### src/hdl/ddd_pkg.sv
// Shared types, constants and calendar tables for the date difference block.
`default_nettype none

package ddd_pkg;

    localparam int DAY_BITS          = 5;
    localparam int MONTH_BITS        = 4;
    localparam int YEAR_BITS_DEFAULT = 12;
    localparam int YEAR_BITS_MAX     = 16;
    localparam int COUNT_BITS        = 21;
    localparam int STATUS_BITS       = 2;
    localparam int DOY_BITS          = 9;
    localparam int MOD_BITS          = 5;

    localparam int DAYS_PER_YEAR = 365;
    localparam int LEAP_DIVISOR  = 25;
    localparam int MONTHS        = 12;
    localparam int FEBRUARY      = 2;

    // floor(y / 25) = (y * ceil(2^21 / 25)) >> 21 for every year below 2^16
    localparam int MOD25_SHIFT     = 21;
    localparam int MOD25_RECIP     = 83887;
    localparam int MOD25_PROD_BITS = 2 * YEAR_BITS_MAX + 1;

    localparam logic [COUNT_BITS-1:0] COUNT_MAX = '1;

    typedef enum logic [STATUS_BITS-1:0] {
        STATUS_OK      = 2'd0,
        STATUS_ORDER   = 2'd1,
        STATUS_INVALID = 2'd2
    } status_t;

    typedef struct packed {
        logic                ok;
        logic [DOY_BITS-1:0] doy;
    } date_eval_t;

    // leap when divisible by 4, and by 400 whenever divisible by 100
    function automatic logic is_leap(input logic [3:0] year_low,
                                     input logic [MOD_BITS-1:0] mod25);
        return (year_low[1:0] == 2'd0) && ((mod25 != '0) || (year_low == 4'd0));
    endfunction

    function automatic logic [MOD_BITS-1:0] year_mod25(input logic [YEAR_BITS_MAX-1:0] year);
        logic [MOD25_PROD_BITS-1:0] prod;
        logic [YEAR_BITS_MAX-1:0]   quot;
        logic [YEAR_BITS_MAX-1:0]   rem;
        prod = MOD25_PROD_BITS'(year) * MOD25_PROD_BITS'(MOD25_RECIP);
        quot = YEAR_BITS_MAX'(prod >> MOD25_SHIFT);
        rem  = year - quot * YEAR_BITS_MAX'(LEAP_DIVISOR);
        return rem[MOD_BITS-1:0];
    endfunction

    function automatic logic [DOY_BITS-1:0] month_start(input logic [MONTH_BITS-1:0] month);
        logic [DOY_BITS-1:0] start;
        unique case (month)
            4'd1:    start = 9'd0;
            4'd2:    start = 9'd31;
            4'd3:    start = 9'd59;
            4'd4:    start = 9'd90;
            4'd5:    start = 9'd120;
            4'd6:    start = 9'd151;
            4'd7:    start = 9'd181;
            4'd8:    start = 9'd212;
            4'd9:    start = 9'd243;
            4'd10:   start = 9'd273;
            4'd11:   start = 9'd304;
            4'd12:   start = 9'd334;
            default: start = 9'd0;
        endcase
        return start;
    endfunction

    function automatic logic [DAY_BITS-1:0] month_len(input logic [MONTH_BITS-1:0] month,
                                                      input logic leap);
        logic [DAY_BITS-1:0] len;
        unique case (month)
            4'd2:                       len = leap ? 5'd29 : 5'd28;
            4'd4, 4'd6, 4'd9, 4'd11:    len = 5'd30;
            default:                    len = 5'd31;
        endcase
        return len;
    endfunction

endpackage

`default_nettype wire

### src/hdl/ddd_date_eval.sv
// Date check and day-of-year offset for one date, given its leap flag.
`default_nettype none

module ddd_date_eval
    import ddd_pkg::*;
(
    input  wire logic [DAY_BITS-1:0]   day,
    input  wire logic [MONTH_BITS-1:0] month,
    input  wire logic                  leap,
    output date_eval_t                 result
);

    logic month_ok;
    logic leap_adj;

    assign month_ok = (month != '0) && (month <= MONTH_BITS'(MONTHS));
    assign leap_adj = leap && (month > MONTH_BITS'(FEBRUARY));

    assign result.ok  = month_ok && (day != '0) && (day <= month_len(month, leap));
    assign result.doy = month_start(month) + DOY_BITS'(leap_adj) + DOY_BITS'(day)
                        - DOY_BITS'(1);

endmodule

`default_nettype wire

### config.mk
export PLATFORM = sky130hd
export DESIGN_NAME = ddd_date_eval
export DESIGN_NICKNAME = d
export VERILOG_FILES = /design/src/hdl/ddd_pkg.sv /design/src/hdl/ddd_date_eval.sv
export SDC_FILE = /design/constraint.sdc
export NUM_CORES = 1
export LEC_CHECK = 0
export BUFFER_PORTS_ARGS = -buffer_cell sky130_fd_sc_hd__buf_4
export CAP_MARGIN = 40
export CORE_UTILIZATION = 63
export DETAILED_ROUTE_END_ITERATION = 6
export PLACE_DENSITY = 0.91
export SYNTH_ARGS = -nofsm -noshare
export SYNTH_HDL_FRONTEND = slang
export SYNTH_SLANG_ARGS = --single-unit
### constraint.sdc
create_clock -name vclk -period 5.47
set_input_delay 1.094 -clock vclk [all_inputs]
set_output_delay 1.094 -clock vclk [all_outputs]
set_load 0.02 [all_outputs]
==> qor.yml, run 1 <==
wl_per_cell_um: 13.8
slew_viol_final: 0
irDropWorstVdd_v: 0.000164
rsz0062_at_grt: "false"
fin_crit_ns: 4.81
final_cell_mix: "ha_1 (24), inv_1 (23), buf_4 (20)"
n_antenna_cell: 0
multi_input_area_sq_um: 773
placed_area_sq_um: 1030
grt_max_degree: 23
antenna_found_initial: 0
crit_required_ns: 4.38
die_x_um: 39.3
ys_seq_area_share_pct: 0
syn_area_per_cell_sq_um: 7.19
syn_area_sq_um: 877
ant_nets: 0
wl_met1_um: 925
die-area_sq_um: 1550
holdBufCountCts: 0
power_mw: 0.189
cts_setup_buffers: 0
tns_ns: 0
crit_fanout: 8
cts_resized: 0
finalHoldViolations: 0
num-clock-buffers: 0
dr_wl_met3_um: 47
drc_errors: 0
drive_gt1_share_pct: 17.3
io_buffers: 20
arrival_ns: 3.72
worst_slew_pin_slew_ns: 0.391
vias: 901
power_density_nw_per_um2: 184
seq_power_share_pct: 0
drt_wl_total_mm: 2.13
status: "finished, final reports clean"
clockPowerShare_pct: 0
setup_viol: 0
place.gp.congestion: 0.863
via_per_inst: 5.85
met2_length_mm: 1.11
critical_path_class: "primary input to output port"
initialDrtViolationCount: 14
hold_class: "primary input to output port"
globalRouteTotalUtil_pct: 30.6
swShare_pct: 56.6
grt_pass1_vias: 826
dp_hpwl_mm: 1.81
initial_core_util_pct: 67.4
combPwrFrac_pct: 100.0
syn_nets: 157
crit_path_start: "month[1]"
grt_pass1_wl_mm: 3.31
mostFrequentLayoutCell: "ha_1"
p_switching_mw: 0.107
dr.pass1.iters: 4
std_cell_rows: 13
synth.distinct_cells: 33
die_h_um: 39.3
num_io_pins: 20
fmax_mhz: 208
final_cell_area_sq_um: 1030
p_leak_nw: 0.547
overflow: 0
slew_headroom_pct: 73.8
highest_layer: "met4"
cp-end-kind: "output port"
hold_slack_ns: 2.63
synthCells: 122
min_period_over_period_pct: 87.9
final_util_pct: 79.0
regArea_sq_um: 0
area.growth.synth_to_final_pct: 17.3
p_int_mw: 0.0823
core_region_area_sq_um: 1300
critPathLaunchType: "primary input"
fillers: 107
maxCapViolCount: 0
crit_path_end: "result[6]"
nNetsFinal: 176
seq_cell_count: 0
synth_warnings: 0
-- synth_stat cells --
cell,count,area (sq um)
o21a_1,3,22.5
buf_2,2,10.0
o31ai_1,1,7.51
a21oi_1,10,50.1
a21o_1,1,7.51
o21bai_1,1,7.51
a22oi_1,1,7.51
mux2_2,1,11.3
nor4_1,1,6.26
nor3_1,4,20.0
ha_1,24,300
a21oi_2,1,8.76
xnor2_1,4,35.0
o2111ai_1,1,8.76
a21o_2,1,8.76
xor2_1,4,35.0
and4b_1,1,10.0
a31oi_1,2,12.5
nand2_1,8,30.0
o22a_1,1,8.76
nand2b_1,1,6.26
o211ai_1,1,7.51
buf_4,1,7.51
a211oi_1,3,22.5
a221oi_1,1,8.76
o21ai_0,5,25.0
fa_1,1,20.0
inv_1,23,86.3
nand3_1,1,5.00
nor2_1,5,18.8
or2_2,1,6.26
mux2i_1,3,30.0
nor2b_1,4,25.0
-- critical path, stage by stage --
cell and delay, ns:
buf_4 0.14, inv_1 0.18, ha_1 0.25, nand2b_1 0.15
o21a_1 0.13, a21oi_1 0.07, ha_1 0.28, inv_1 0.07
fa_1 0.47, a21o_2 0.22, a21oi_2 0.20, o21ai_0 0.13
xor2_1 0.17, buf_4 0.16
-- cell type report --
type / instances / area share [%]
Tap cell: 15 / 1.82
Multi-Input combinational cell: 96 / 75.2
Inverter: 23 / 8.39
Timing Repair Buffer: 20 / 14.6
-- logic make-up (layout without fill, tap and decap cells) --
logic type / after synthesis / after routing / synth area share [%]
buffers and inverters: 26 / 43 / 11.8
multiplexers: 4 / 4 / 4.71
adder cells (fa/ha/maj): 25 / 25 / 36.5
AND/OR/NAND/NOR: 26 / 26 / 14.6
XOR/XNOR: 8 / 8 / 7.99
AO/OA/AOI/OAI: 33 / 33 / 24.4
-- layer usage --
| metal | up-vias | global-route usage (%) |
|---|---|---|
| met3 | 6 | 1.70 |
| li1 | 456 | - |
| met1 | 416 | 33.0 |
| met4 | 0 | 9.48 |
| met2 | 23 | 61.7 |
| met5 | - | 0 |
-- power by group through the flow --
stage	clock, mW	sequential, mW	combinational [mW]
final	0	0	0.189
after detailed placement	0	0	0.187
after global placement	0	0	0.179
after floorplan	0	0	0.125
after global routing	0	0	0.206
after CTS	0	0	0.188
-- how the worst min path moves through the flow --
stage / to / slack, ns / start / cells past startpoint
2_1_floorplan: result[9] / 2.41 / day[0] / 2
3_3_place_gp: result[9] / 2.62 / day[0] / 4
3_5_place_dp: result[9] / 2.62 / day[0] / 4
4_1_cts: result[9] / 2.63 / day[0] / 4
5_1_grt: result[9] / 2.66 / day[0] / 4
6_report: result[9] / 2.63 / day[0] / 4
-- stage by stage --
stage | worst slack [ns] | std cells
3_3_place_gp | 0.750 | 154
6_report | 0.661 | 154
4_1_cts | 0.668 | 154
5_1_grt | 0.501 | 154
2_1_floorplan | 0.962 | 122
3_5_place_dp | 0.675 | 154
No activity file was read; power rests on OpenSTA's default activity.
==> inputs of run 2 (changes only) <==
--- a/config.mk
+++ b/config.mk
@@ -7,9 +7,10 @@
 export LEC_CHECK = 0
 export BUFFER_PORTS_ARGS = -buffer_cell sky130_fd_sc_hd__buf_4
 export CAP_MARGIN = 40
-export CORE_UTILIZATION = 63
+export CORE_UTILIZATION = 58
 export DETAILED_ROUTE_END_ITERATION = 6
-export PLACE_DENSITY = 0.91
+export PLACE_DENSITY = 0.85
+export SLEW_MARGIN = 20
 export SYNTH_ARGS = -nofsm -noshare
 export SYNTH_HDL_FRONTEND = slang
 export SYNTH_SLANG_ARGS = --single-unit
==> constraint.sdc (replaced) <==
create_clock -name vclk -period 5.2
set_input_delay 1.04 -clock vclk [all_inputs]
set_output_delay 1.04 -clock vclk [all_outputs]
set_load 0.02 [all_outputs]
==> run 2 against run 1 <==
Against the previous run: total power is 2.7% higher; cell count stayed put; combinational power is 3% higher; hold slack worse by 0.11 ns; sequential cell count stayed put; critical endpoint unchanged; largest cell class unchanged; largest power group unchanged.
==> qor.yml, run 2 (synthesized netlist as in run 1, its figures left out) <==
setup_viol: 0
grt_max_degree: 23
core_region_area_sq_um: 1350
p_int_mw: 0.0862
tns_ns: 0
p_switching_mw: 0.108
wl_met1_um: 869
combPwrFrac_pct: 100.0
grt_pass1_vias: 716
maxCapViolCount: 0
cts_setup_buffers: 0
cts_resized: 0
crit_fanout: 8
power_density_nw_per_um2: 189
grt_pass1_wl_mm: 2.86
dr.pass1.iters: 4
status: "finished, final reports clean"
nNetsFinal: 176
n_antenna_cell: 0
critical_path_class: "primary input to output port"
vias: 854
power_mw: 0.194
die_x_um: 40.9
holdBufCountCts: 0
fmax_mhz: 215
globalRouteTotalUtil_pct: 24.4
overflow: 0
initialDrtViolationCount: 12
place.gp.congestion: 0.798
wl_per_cell_um: 11.9
mostFrequentLayoutCell: "ha_1"
irDropWorstVdd_v: 0.000192
seq_power_share_pct: 0
swShare_pct: 55.7
rsz0062_at_grt: "false"
finalHoldViolations: 0
met2_length_um: 921
dr_wl_met3_um: 42
critPathLaunchType: "primary input"
num_io_pins: 20
final_cell_mix: "ha_1 (24), inv_1 (23), buf_4 (20)"
crit_required_ns: 4.16
highest_layer: "met3"
arrival_ns: 3.61
fin_crit_ns: 4.65
hold_class: "primary input to output port"
die_h_um: 40.9
std_cell_rows: 13
cp-end-kind: "output port"
drive_gt1_share_pct: 17.3
min_period_over_period_pct: 89.5
dp_hpwl_mm: 1.61
fillers: 113
io_buffers: 20
hold-path-endpoint: "result[9]"
worst_slew_pin_slew_ns: 0.301
drc_errors: 0
drt_wl_total_mm: 1.83
slew_headroom_pct: 79.7
clockPowerShare_pct: 0
slew_viol_final: 0
antenna_found_initial: 0
initial_core_util_pct: 65.0
die-area_sq_um: 1670
regArea_sq_um: 0
ant_nets: 0
hold_depth: 4
hp-start: "day[0]"
num-clock-buffers: 0
via_per_inst: 5.55
seq_cell_count: 0
p_leak_nw: 0.547
area.growth.synth_to_final_pct: 17.3
[run 2: cell counts in the layout (fill, tap and decap cells not counted)]
No cell type changed its count.
[run 2: how the worst max path moves through the flow]
| stage | from | slack, ns | to |
|---|---|---|---|
| after floorplan | month[1] | 0.80 | result[6] |
| after global placement | month[1] | 0.61 | result[6] |
| after detailed placement | month[1] | 0.53 | result[6] |
| after CTS | month[1] | 0.54 | result[6] |
| after global routing | month[1] | 0.31 | result[6] |
| final | month[1] | 0.55 | result[6] |
[run 2: worst max-delay path, cell delays in order]
cell and delay, ns:
buf_4 0.14, inv_1 0.18, ha_1 0.25, nand2b_1 0.14, o21a_1 0.12, a21oi_1 0.06
ha_1 0.28, inv_1 0.06, fa_1 0.47, a21o_2 0.22, a21oi_2 0.19, o21ai_0 0.13
xor2_1 0.16, buf_4 0.16
[run 2: power groups by stage]
stage	combinational, mW	sequential [mW]	clock (mW)
2_1_floorplan	0.132	0	0
3_3_place_gp	0.189	0	0
3_5_place_dp	0.195	0	0
4_1_cts	0.196	0	0
5_1_grt	0.216	0	0
6_report	0.194	0	0
[run 2: layout make-up]
| cell class | instances | area [sq um] | share of cell area (%) |
|---|---|---|---|
| multi-input cells | 96 | 773 | 75.2 |
| repair buffers | 20 | 150 | 14.6 |
| inverters | 23 | 86.3 | 8.39 |
| well taps | 15 | 18.8 | 1.82 |
[run 2: metrics by stage]
step / area [sq um] / utilization (%) / cells / hold WS, ns / worst slack (ns)
after floorplan: 877 / - / 122 / 2.30 / 0.800
after global placement: 1030 / 76.2 / 154 / 2.51 / 0.611
after detailed placement: 1030 / 76.2 / 154 / 2.52 / 0.531
after CTS: 1030 / 76.2 / 154 / 2.52 / 0.539
after global routing: 1030 / 76.2 / 154 / 2.54 / 0.308
final: 1030 / 76.2 / 154 / 2.51 / 0.546
[run 2: routing by layer]
metal  up-vias  GRT usage (%)
li1        456              -
met1       382           32.9
met2        16           45.3
met3         0              0
met4         0              0
met5         -              0
